<file path="src/hw/rtl/apts_pkg.sv">
// ----------------------------------------------------------------------------
// apts_pkg: shared definitions for the associative page table
// Opcodes, sequencer states, the command broadcast to the entry cells and
// the default sizes handed to the top level.
// ----------------------------------------------------------------------------
package apts_pkg;

  localparam int MAX_ENTRIES_DEFAULT = 16;
  localparam int PAGE_BITS_DEFAULT   = 20;
  localparam int FRAME_BITS_DEFAULT  = 16;
  localparam int STAMP_BITS          = 32;

  typedef enum logic [1:0] {
    OP_LOOKUP    = 2'd0,
    OP_FIND_FREE = 2'd1,
    OP_INSTALL   = 2'd2,
    OP_TOUCH     = 2'd3
  } op_t;

  typedef enum logic {
    ST_IDLE,
    ST_EVAL
  } state_t;

  // Command seen by every cell; commit marks the cycle in which the result
  // is registered and the addressed cell takes its write.
  typedef struct packed {
    op_t  op;
    logic commit;
  } cmd_t;

endpackage

</file>
<file path="src/hw/rtl/apts_cell.sv">
// ----------------------------------------------------------------------------
// apts_cell: one table entry with its link in the priority chain
// Holds valid, page, frame and both stamps. Decides whether it is selected
// by the current command and passes the first selected entry downstream.
// ----------------------------------------------------------------------------
module apts_cell #(
  parameter int PAGE_BITS  = apts_pkg::PAGE_BITS_DEFAULT,
  parameter int FRAME_BITS = apts_pkg::FRAME_BITS_DEFAULT,
  parameter int IDX_BITS   = 4,
  parameter int CELL_INDEX = 0
) (
  input  logic                            clk,
  input  logic                            rst,
  input  logic                            used,
  input  apts_pkg::cmd_t                  cmd,
  input  logic [PAGE_BITS-1:0]            req_page,
  input  logic [FRAME_BITS-1:0]           req_frame,
  input  logic [IDX_BITS-1:0]             req_idx,
  input  logic [apts_pkg::STAMP_BITS-1:0] fifo_cnt,
  input  logic [apts_pkg::STAMP_BITS-1:0] lru_cnt,
  input  logic                            up_found,
  input  logic [IDX_BITS-1:0]             up_index,
  input  logic [FRAME_BITS-1:0]           up_frame,
  input  logic [apts_pkg::STAMP_BITS-1:0] up_fifo,
  input  logic [apts_pkg::STAMP_BITS-1:0] up_lru,
  output logic                            dn_found,
  output logic [IDX_BITS-1:0]             dn_index,
  output logic [FRAME_BITS-1:0]           dn_frame,
  output logic [apts_pkg::STAMP_BITS-1:0] dn_fifo,
  output logic [apts_pkg::STAMP_BITS-1:0] dn_lru
);

  logic                            valid;
  logic [PAGE_BITS-1:0]            page;
  logic [FRAME_BITS-1:0]           frame;
  logic [apts_pkg::STAMP_BITS-1:0] fifo;
  logic [apts_pkg::STAMP_BITS-1:0] lru;
  logic                            addressed;
  logic                            sel;

  assign addressed = used && (req_idx == IDX_BITS'(CELL_INDEX));

  always_comb begin
    unique case (cmd.op)
      apts_pkg::OP_LOOKUP:    sel = used && valid && (page == req_page);
      apts_pkg::OP_FIND_FREE: sel = used && !valid;
      apts_pkg::OP_INSTALL:   sel = addressed;
      apts_pkg::OP_TOUCH:     sel = addressed;
      default:                sel = 1'b0;
    endcase
  end

  // An upstream selection wins; an entry that is not valid shows no FIFO stamp.
  always_comb begin
    if (up_found) begin
      dn_found = 1'b1;
      dn_index = up_index;
      dn_frame = up_frame;
      dn_fifo  = up_fifo;
      dn_lru   = up_lru;
    end else if (sel) begin
      dn_found = 1'b1;
      dn_index = IDX_BITS'(CELL_INDEX);
      dn_frame = frame;
      dn_fifo  = valid ? fifo : '0;
      dn_lru   = lru;
    end else begin
      dn_found = 1'b0;
      dn_index = '0;
      dn_frame = '0;
      dn_fifo  = '0;
      dn_lru   = '0;
    end
  end

  always_ff @(posedge clk) begin
    if (rst) begin
      valid <= 1'b0;
    end else if (cmd.commit && addressed && cmd.op == apts_pkg::OP_INSTALL) begin
      valid <= 1'b1;
    end
  end

  always_ff @(posedge clk) begin
    if (cmd.commit && addressed) begin
      if (cmd.op == apts_pkg::OP_INSTALL) begin
        page  <= req_page;
        frame <= req_frame;
        fifo  <= fifo_cnt;
        lru   <= lru_cnt;
      end else if (cmd.op == apts_pkg::OP_TOUCH) begin
        lru   <= lru_cnt;
      end
    end
  end

endmodule

</file>
<file path="src/hw/rtl/assoc_page_table_stamps.sv">
// ----------------------------------------------------------------------------
// assoc_page_table_stamps: fully associative page table with age stamps
// A row of entry cells searched in parallel, with a priority chain picking
// the lowest selected entry, a two-state sequencer and a result register.
// ----------------------------------------------------------------------------
//  channel  | handshake            | payload
//  ---------+----------------------+------------------------------------------
//  input    | in_valid / in_ready  | opcode, virtual_page, physical_frame,
//           |                      | entry_index
//  output   | out_valid / out_ready| hit, frame_out, free_found, free_index,
//           |                      | fifo_stamp, lru_stamp
//  config   | cfg_we               | cfg_wdata (entries_in_use)
//
// A transaction registers the request while idle; in the evaluation state the
// cells compare and the priority chain settles into the result register.
// A new request is taken while a result still waits; the evaluation cycle
// holds, with no write, until the result register is free.
// Reset clears the valid bits, both counters and the sequencer, and sets
// entries_in_use to MAX_ENTRIES.
// ----------------------------------------------------------------------------
module assoc_page_table_stamps #(
  parameter int MAX_ENTRIES = apts_pkg::MAX_ENTRIES_DEFAULT,
  parameter int PAGE_BITS   = apts_pkg::PAGE_BITS_DEFAULT,
  parameter int FRAME_BITS  = apts_pkg::FRAME_BITS_DEFAULT,
  localparam int IDX_BITS   = $clog2(MAX_ENTRIES),
  localparam int CNT_BITS   = $clog2(MAX_ENTRIES + 1)
) (
  input  logic                            clk,
  input  logic                            rst,
  input  logic                            in_valid,
  output logic                            in_ready,
  input  logic [1:0]                      opcode,
  input  logic [PAGE_BITS-1:0]            virtual_page,
  input  logic [FRAME_BITS-1:0]           physical_frame,
  input  logic [IDX_BITS-1:0]             entry_index,
  output logic                            out_valid,
  input  logic                            out_ready,
  output logic                            hit,
  output logic [FRAME_BITS-1:0]           frame_out,
  output logic                            free_found,
  output logic [IDX_BITS-1:0]             free_index,
  output logic [apts_pkg::STAMP_BITS-1:0] fifo_stamp,
  output logic [apts_pkg::STAMP_BITS-1:0] lru_stamp,
  input  logic                            cfg_we,
  input  logic [CNT_BITS-1:0]             cfg_wdata
);

  apts_pkg::state_t                state, state_next;
  apts_pkg::op_t                   req_op;
  logic [PAGE_BITS-1:0]            req_page;
  logic [FRAME_BITS-1:0]           req_frame;
  logic [IDX_BITS-1:0]             req_idx;
  logic [CNT_BITS-1:0]             entries_in_use;
  logic [CNT_BITS-1:0]             eff_count;
  logic [apts_pkg::STAMP_BITS-1:0] fifo_counter;
  logic [apts_pkg::STAMP_BITS-1:0] lru_counter;
  logic                            accept;
  logic                            commit;
  apts_pkg::cmd_t                  cmd;

  logic                            link_found [MAX_ENTRIES+1];
  logic [IDX_BITS-1:0]             link_index [MAX_ENTRIES+1];
  logic [FRAME_BITS-1:0]           link_frame [MAX_ENTRIES+1];
  logic [apts_pkg::STAMP_BITS-1:0] link_fifo  [MAX_ENTRIES+1];
  logic [apts_pkg::STAMP_BITS-1:0] link_lru   [MAX_ENTRIES+1];

  logic                            hit_next;
  logic [FRAME_BITS-1:0]           frame_next;
  logic                            free_found_next;
  logic [IDX_BITS-1:0]             free_index_next;
  logic [apts_pkg::STAMP_BITS-1:0] fifo_next;
  logic [apts_pkg::STAMP_BITS-1:0] lru_next;
  logic                            addr_ok;

  always_ff @(posedge clk) begin
    if (rst) begin
      entries_in_use <= CNT_BITS'(MAX_ENTRIES);
    end else if (cfg_we) begin
      entries_in_use <= cfg_wdata;
    end
  end

  // A count of zero acts as one; counts beyond the table act as the full table.
  always_comb begin
    priority if (entries_in_use == '0) begin
      eff_count = CNT_BITS'(1);
    end else if (entries_in_use > CNT_BITS'(MAX_ENTRIES)) begin
      eff_count = CNT_BITS'(MAX_ENTRIES);
    end else begin
      eff_count = entries_in_use;
    end
  end

  always_ff @(posedge clk) begin
    if (rst) begin
      state <= apts_pkg::ST_IDLE;
    end else begin
      state <= state_next;
    end
  end

  always_comb begin
    state_next = state;
    in_ready   = 1'b0;
    commit     = 1'b0;
    unique case (state)
      apts_pkg::ST_IDLE: begin
        in_ready = 1'b1;
        if (in_valid) begin
          state_next = apts_pkg::ST_EVAL;
        end
      end
      apts_pkg::ST_EVAL: begin
        if (!out_valid || out_ready) begin
          commit     = 1'b1;
          state_next = apts_pkg::ST_IDLE;
        end
      end
      default: state_next = apts_pkg::ST_IDLE;
    endcase
  end

  assign accept     = in_valid && in_ready;
  assign cmd.op     = req_op;
  assign cmd.commit = commit;

  always_ff @(posedge clk) begin
    if (accept) begin
      req_op    <= apts_pkg::op_t'(opcode);
      req_page  <= virtual_page;
      req_frame <= physical_frame;
      req_idx   <= entry_index;
    end
  end

  assign link_found[0] = 1'b0;
  assign link_index[0] = '0;
  assign link_frame[0] = '0;
  assign link_fifo[0]  = '0;
  assign link_lru[0]   = '0;

  for (genvar i = 0; i < MAX_ENTRIES; i++) begin : g_cell
    apts_cell #(
      .PAGE_BITS  (PAGE_BITS),
      .FRAME_BITS (FRAME_BITS),
      .IDX_BITS   (IDX_BITS),
      .CELL_INDEX (i)
    ) u_cell (
      .clk       (clk),
      .rst       (rst),
      .used      (CNT_BITS'(i) < eff_count),
      .cmd       (cmd),
      .req_page  (req_page),
      .req_frame (req_frame),
      .req_idx   (req_idx),
      .fifo_cnt  (fifo_counter),
      .lru_cnt   (lru_counter),
      .up_found  (link_found[i]),
      .up_index  (link_index[i]),
      .up_frame  (link_frame[i]),
      .up_fifo   (link_fifo[i]),
      .up_lru    (link_lru[i]),
      .dn_found  (link_found[i+1]),
      .dn_index  (link_index[i+1]),
      .dn_frame  (link_frame[i+1]),
      .dn_fifo   (link_fifo[i+1]),
      .dn_lru    (link_lru[i+1])
    );
  end

  // For install and touch the chain end reports whether the index is in use.
  assign addr_ok = link_found[MAX_ENTRIES];

  always_comb begin
    hit_next        = 1'b0;
    frame_next      = '0;
    free_found_next = 1'b0;
    free_index_next = '0;
    fifo_next       = '0;
    lru_next        = '0;
    unique case (req_op)
      apts_pkg::OP_LOOKUP: begin
        hit_next   = addr_ok;
        frame_next = link_frame[MAX_ENTRIES];
        fifo_next  = link_fifo[MAX_ENTRIES];
        lru_next   = link_lru[MAX_ENTRIES];
      end
      apts_pkg::OP_FIND_FREE: begin
        free_found_next = addr_ok;
        free_index_next = link_index[MAX_ENTRIES];
      end
      apts_pkg::OP_INSTALL: begin
        if (addr_ok) begin
          fifo_next = fifo_counter;
          lru_next  = lru_counter;
        end
      end
      apts_pkg::OP_TOUCH: begin
        if (addr_ok) begin
          fifo_next = link_fifo[MAX_ENTRIES];
          lru_next  = lru_counter;
        end
      end
      default: ;
    endcase
  end

  always_ff @(posedge clk) begin
    if (rst) begin
      fifo_counter <= '0;
      lru_counter  <= '0;
    end else if (commit && addr_ok) begin
      if (req_op == apts_pkg::OP_INSTALL) begin
        fifo_counter <= fifo_counter + 1'b1;
        lru_counter  <= lru_counter + 1'b1;
      end else if (req_op == apts_pkg::OP_TOUCH) begin
        lru_counter  <= lru_counter + 1'b1;
      end
    end
  end

  always_ff @(posedge clk) begin
    if (rst) begin
      out_valid <= 1'b0;
    end else if (commit) begin
      out_valid <= 1'b1;
    end else if (out_ready) begin
      out_valid <= 1'b0;
    end
  end

  always_ff @(posedge clk) begin
    if (commit) begin
      hit        <= hit_next;
      frame_out  <= frame_next;
      free_found <= free_found_next;
      free_index <= free_index_next;
      fifo_stamp <= fifo_next;
      lru_stamp  <= lru_next;
    end
  end

endmodule
</file>
<file path="config.mk">
export PLATFORM = sky130hd
export DESIGN_NAME = assoc_page_table_stamps
export DESIGN_NICKNAME = d
export VERILOG_FILES = /design/src/hw/rtl/apts_pkg.sv /design/src/hw/rtl/apts_cell.sv /design/src/hw/rtl/assoc_page_table_stamps.sv
export SDC_FILE = /design/constraint.sdc
export NUM_CORES = 2
export LEC_CHECK = 0
export ABC_AREA = 1
export BUFFER_PORTS_ARGS = -buffer_cell sky130_fd_sc_hd__buf_2
export CORE_UTILIZATION = 50
export DETAILED_ROUTE_END_ITERATION = 10
export PLACE_DENSITY = 0.66
export SYNTH_ARGS = -nofsm -noshare
export SYNTH_HDL_FRONTEND = slang
export SYNTH_SLANG_ARGS = --single-unit
</file>
<file path="constraint.sdc">
create_clock -name clk -period 11 [get_ports clk]
set_clock_uncertainty 0.2 [all_clocks]
set_input_delay 2.2 -clock clk [delete_from_list [all_inputs] [get_ports clk]]
set_output_delay 2.2 -clock clk [all_outputs]
set_load 0.005 [all_outputs]
</file>
== Word level (Yosys, flattened, before mapping) ==
Index checks and enable logic that the tools add are counted.

* $lt $le $gt $ge: 17
* Add/subtract/negate cells: 2
* Equality and inequality tests: 34
* Reduce and logical (&&, ||, !) cells: 156
* Multiplexer cells: 205
* Bitwise gates (word level): 1

{| class="wikitable"
|+ Operator list
! operator !! number
|-
| $mux W32 || 85
|-
| $mux W16 || 31
|-
| $eq A20 B20 Y1 || 16
|-
| $logic_and A1 B1 Y1 || 98
|-
| $pmux W32 S3 || 1
|-
| $mux W4 || 23
|-
| $reduce_and A2 Y1 || 34
|-
| $add A32 B1 Y32 const B || 2
|-
| $pmux W32 S2 || 1
|-
| $pmux W1 S3 || 16
|-
| $lt A4 B5 Y1 const A || 8
|-
| $mux W1 || 39
|-
| $eq A4 B4 Y1 const B || 8
|-
| $lt A3 B5 Y1 const A || 4
|-
| $logic_not A1 Y1 || 17
|-
| $eq A4 B3 Y1 const B || 4
|-
| $mux W3 || 4
|-
| $lt A1 B5 Y1 const A || 2
|-
| $lt A2 B5 Y1 const A || 2
|-
| $mux W5 || 2
|-
| $eq A4 B2 Y1 const B || 2
|-
| $gt A5 B5 Y1 const B || 1
|-
| $logic_not A5 Y1 || 1
|-
| $eq A2 B2 Y1 const B || 2
|-
| 10 further kinds || 12
|}

* Flip-flop bits (word level): 1815
* Word-level logic and storage cells: 510
* Input bits: 52

== Logic depth before layout (Yosys ltp) ==
* Depth in word-level cells: 25
* Depth in mapped cells: 31
* Gate-level depth less buffers: 28

== Hierarchy ==
Synthesis repeated with hierarchy kept, for this count alone.

* Cell total of the unflattened synthesis: 11580
* Area, all modules: 95101.2 µm²

{| class="wikitable"
|+ By module, submodules not included
! module !! sequential area each (µm²) !! area each (µm²) !! cells each !! times used
|-
| apts_cell (g_cell[3].u_cell ...) || 3022.9 || 5396.4 || 662 || 2
|-
| apts_cell (g_cell[13].u_cell ...) || 3022.9 || 5237.5 || 664 || 2
|-
| apts_cell (g_cell[5].u_cell ...) || 3022.9 || 5233.8 || 662 || 2
|-
| assoc_page_table_stamps || 5265.0 || 9186.3 || 1059 || 1
|-
| apts_cell (g_cell[2].u_cell) || 3022.9 || 5690.5 || 666 || 1
|-
| apts_cell (g_cell[1].u_cell) || 3022.9 || 5685.5 || 668 || 1
|-
| apts_cell (g_cell[11].u_cell) || 3022.9 || 5515.3 || 660 || 1
|-
| apts_cell (g_cell[0].u_cell) || 3022.9 || 5507.8 || 650 || 1
|-
| apts_cell (g_cell[9].u_cell) || 3022.9 || 5421.4 || 665 || 1
|-
| apts_cell (g_cell[4].u_cell) || 3022.9 || 5393.9 || 667 || 1
|-
| apts_cell (g_cell[15].u_cell) || 3022.9 || 5303.8 || 666 || 1
|-
| apts_cell (g_cell[12].u_cell) || 3022.9 || 5250.0 || 667 || 1
|-
| apts_cell (g_cell[10].u_cell) || 3022.9 || 5236.3 || 663 || 1
|-
| apts_cell (g_cell[8].u_cell) || 3022.9 || 5175.0 || 573 || 1
|}

== Worst setup path before layout ==
OpenSTA, ideal clock, no wires.

* Path type: input -> register
* From: input out_ready
* To: register g_cell[6].u_cell.fifo[0] (netlist bit) (enable)
* Arrival: 7753 ps
* Setup slack: 2625 ps
* Cell stages on the path: 9
* Setup time: 422 ps
* Cell sequence: inv_1 nand2_1 nand2_1 nor2_1 inv_1 clkbuf_1 nor4_1 nand2_1 inv_1

* Cells in the longest elaborated chain, start to end: 5

{| class="wikitable"
|+ Ends and longest elaborated chain
! element !! line !! text
|-
| start: declaration || assoc_page_table_stamps.sv:37 || <nowiki>input logic out_ready,</nowiki>
|-
| $logic_or A1 B1 Y1 || assoc_page_table_stamps.sv:114 || <nowiki>if (!out_valid || out_ready) begin</nowiki>
|-
| $mux W1 || assoc_page_table_stamps.sv:114 ||
|-
| $mux W1 || assoc_page_table_stamps.sv:106 || <nowiki>unique case (state)</nowiki>
|-
| $logic_and A1 B1 Y1 || apts_cell.sv:85 || <nowiki>if (cmd.commit && addressed) begin</nowiki>
|-
| $reduce_and A2 Y1 (no source line) || n/a ||
|-
| end signal: assignment || apts_cell.sv:89 || <nowiki>fifo <= fifo_cnt;</nowiki>
|-
| end: declaration || apts_cell.sv:36 || <nowiki>logic [apts_pkg::STAMP_BITS-1:0] fifo;</nowiki>
|}

Every way passes these cells.
A chain may end at the register's enable or synchronous reset.

== Worst setup path in the final report ==
* From: register req_op[0]
* To: register lru_stamp[3] (netlist bit), data pin

* Cells in the longest elaborated chain, start to end: 21
* Elaborated cells between the ends (all ways): 85
* Those cells by class: eq/ne: 3; mux: 80; reduce/logical: 2

{| class="wikitable"
|+ Ends and longest elaborated chain
! element !! line !! text
|-
| start: declaration || assoc_page_table_stamps.sv:49 || <nowiki>apts_pkg::op_t req_op;</nowiki>
|-
| start signal: assignment || assoc_page_table_stamps.sv:129 || <nowiki>req_op <= apts_pkg::op_t'(opcode);</nowiki>
|-
| $eq A2 B2 Y1 || apts_cell.sv:44, assoc_page_table_stamps.sv:181 ||
|-
| $reduce_or A2 Y1 (no source line) || n/a ||
|-
| $pmux W1 S3 || apts_cell.sv:44 || <nowiki>unique case (cmd.op)</nowiki>
|-
| $mux W1 || apts_cell.sv:61 || <nowiki>end else if (sel) begin</nowiki>
|-
| $mux W1 (15 in a row) || apts_cell.sv:55 || <nowiki>if (up_found) begin</nowiki>
|-
| $mux W32 || assoc_page_table_stamps.sv:193, assoc_page_table_stamps.sv:199 ||
|-
| $pmux W32 S2 * || assoc_page_table_stamps.sv:181 || <nowiki>unique case (req_op)</nowiki>
|-
| named net lru_next, one bit || assoc_page_table_stamps.sv:72 || <nowiki>logic [apts_pkg::STAMP_BITS-1:0] lru_next;</nowiki>
|-
| end signal: assignment || assoc_page_table_stamps.sv:239 || <nowiki>lru_stamp <= lru_next;</nowiki>
|-
| end: declaration || assoc_page_table_stamps.sv:43 || <nowiki>output logic [apts_pkg::STAMP_BITS-1:0] lru_stamp,</nowiki>
|}

Mark *: on every way through the listed nets, which the timed path passes. The rest lies on a longest branch.

==> impl_metrics.py <==
metrics = {
    "run_status": {
        "outcome": "finished clean",
    },
    "placed_design": {
        "hpwl_um": 138000,
        "port_buffers": 139,
        "gp_congestion": 0.939,
    },
    "drt": {
        "vias": 52400,
        "first_pass_iters": 6,
        "viasPerCell": 5.74,
        "avgRoutedWirePerCell_um": 24.6,
        "wl_um": 225000,
        "drtIter0Drc": 6121,
        "ant_nets": 0,
        "drc": 0,
    },
    "cts": {
        "clock_latency_ps": 820,
        "path_clk_slew_ps": 60,
        "cts_tree": "built",
        "cts_max_path_buffers": 3,
        "post-cts-setup-buffers": 0,
        "numCtsBuffers": 185,
        "post_cts_resized": 0,
        "postCtsHoldBufs": 0,
        "h-tree-depth": 4,
        "cts.sink_count": 1815,
        "root_buffer": "clkbuf_16",
    },
    "worst_hold_path": {
        "hp-start": "out_valid",
        "hp-class": "register to register",
        "whs_path_depth": 2,
        "whs_endpoint": "out_valid",
    },
    "synthesis": {
        "synth_ff_type": "edfxtp_1",
        "synthArstFlopShare_pct": 0,
        "ys_warn_count": 0,
        "synth_edf_count": 1728,
        "syn-num-nets": 6847,
        "synth_seq_area_share_pct": 70.7,
        "synth.distinct_cells": 59,
        "avgSynthCellArea_um2": 11.2,
        "ys_ff_latch": 1815,
        "netlist_instances": 6793,
        "synth_area_um2": 75900,
    },
    "critical_path": {
        "arrival_ps": 8100,
        "required_ps": 11360,
        "crit_fanout": 41,
        "rrSetupSlack_ps": 3260,
        "regToRegStartpoint": "req_op[0]",
        "reg2reg_depth": 24,
        "crit_path_end_kind": "register",
        "timing.rr.end": "lru_stamp[3]",
        "cp-start-kind": "register",
        "crit_type": "register to register",
    },
    "pwr": {
        "total_power_mw": 14.9,
        "irDropWorstVdd_mv": 0.170,
        "p_per_area_nw_per_um2": 175,
        "p_leak_nw": 32.3,
    },
    "final_layout": {
        "diodes": 0,
        "finalNetCount": 7010,
        "final_common_cell": "nand2_1",
        "drive_gt1_share_pct": 9.90,
        "layout_common_cells": "2257 x nand2_1, 1728 x edfxtp_1, 434 x inv_1, 387 x nand3_1, 386 x nor2_1",
        "area_growth_pct": 12.2,
    },
    "timing": {
        "min_period_over_period_pct": 70.4,
        "relSlewSlack_pct": 13.6,
        "min_period_ps": 7740,
        "setup_tns_ps": 0,
        "hold_violations": 0,
        "setup_violations": 0,
        "fmax_mhz": 129,
        "maxSlewViolCount": 0,
        "worstMarginPinSlew_ps": 1290,
        "whs_ps": 291,
        "rsz0062_at_grt": "false",
    },
    "global_routing": {
        "grt_pass1_wl_um": 329000,
        "grt_max_degree": 69,
        "grtUsageTotal_pct": 29.3,
        "grt.overflow.total": 0,
        "antenna_found_initial": 2,
        "grt_pass1_vias": 50400,
    },
    "die": {
        "initial_utilization_pct": 50.5,
        "die_area_um2": 153000,
        "die_width_um": 392,
        "core_um2": 150000,
        "rows": 142,
        "fp.dieH_um": 392,
        "boundaryPins": 140,
    },
    "run": {
        "drv_cap": 0,
    },
}
[worst max-delay path by stage]
| stage | cells past startpoint | to | slack (ps) | start |
|---|---|---|---|---|
| detailed placement | 24 | lru_stamp[3] | 3430 | req_op[0] |
| global route | 24 | lru_stamp[19] | 2820 | req_op[0] |
| finish | 24 | lru_stamp[3] | 3260 | req_op[0] |
| floorplan | 9 | g_cell[6].u_cell.fifo[0] | 2630 | out_ready |
| global placement | 24 | lru_stamp[3] | 3580 | req_op[0] |
| CTS | 24 | lru_stamp[3] | 3430 | req_op[0] |
[cell usage after synthesis, drive strengths merged, types with 69 or more instances]
cell type / count / area (µm²)
inv: 475 / 1780
nand3: 391 / 1990
nor2: 427 / 1730
buf: 113 / 591
nand2: 2265 / 8530
nor3: 73 / 365
nand4: 74 / 499
a21oi: 221 / 1110
clkbuf: 192 / 722
o21ai: 262 / 1320
xor2: 108 / 946
o22ai: 119 / 744
xnor2: 69 / 604
dfxtp: 87 / 1740
edfxtp: 1728 / 51900
[per-layer routing]
layer  vias up  share of wire, %  track usage, %
li1      23600                 -               -
met1     25200                38            38.6
met3       626               9.6            4.94
met2      2942                47            47.6
met4         2               5.2            13.7
met5         -            0.0049               0
[power by group]
| part | leakage, nW | internal, mW | switching (mW) |
|---|---|---|---|
| Clock | 2.95 | 3.60 | 2.67 |
| Sequential | 18.6 | 7.56 | 0.0444 |
| Combinational | 10.7 | 0.268 | 0.781 |
[registers in the layout, summed over array words and instances, names as in the netlist]
register and count:
fifo_counter 32, free_index 4, lru_stamp 32, entries_in_use 5
req_page 20, lru_counter 32, g_cell.u_cell.valid 16, fifo_stamp 32
g_cell.u_cell.frame 256, hit 1, g_cell.u_cell.fifo 512, req_op 2
free_found 1, out_valid 1, frame_out 16, req_frame 16
req_idx 4, g_cell.u_cell.lru 512, state 1, g_cell.u_cell.page 320
[worst max-delay path, cell delays in order, from the launching register on]
cell and delay, ps:
edfxtp_1 680, inv_2 790, nor2_2 190, inv_2 360, o21ai_0 130, inv_1 90
nand2_2 60, inv_2 620, nand3_4 170, nor2_8 140, nand4_4 70, buf_4 300
nor2_2 170, buf_4 310, nand3_4 330, nor2_8 520, nand2_4 430, nor2_4 700
nand2_1 560, o21ai_0 300, inv_1 60, nand2_1 60, nand2_1 40, nand2_1 50
nand2_1 70
[cell families after synthesis]
group / count (synthesis) / synth area share [%]
fa+ha+maj: 2 / 0.0330
simple gates: 3317 / 18.0
compound gates: 696 / 5.13
buf+inv: 786 / 4.11
xor+xnor: 177 / 2.04
flops: 1815 / 70.7
[metrics by stage]
step	cell area, µm²	util (%)	std cells	setup slack, ps
after global routing	85100	56.6	9134	2820
after global placement	79100	52.6	8785	3580
final	85100	56.6	9134	3260
after CTS	85100	56.6	9134	3430
after detailed placement	79100	52.6	8785	3430
after floorplan	75900	-	6793	2630
[cell type report]
| type | instances | area (µm²) |
|---|---|---|
| flip-flops and latches | 1815 | 53600 |
| clock buffers | 252 | 5080 |
| well taps | 2016 | 2520 |
| inverters | 481 | 1820 |
| multi-input cells | 4192 | 19300 |
| fillers | 12500 | 65200 |
| repair buffers | 281 | 1760 |
| clock inverters | 97 | 976 |
(Power assumes the default switching activity.)
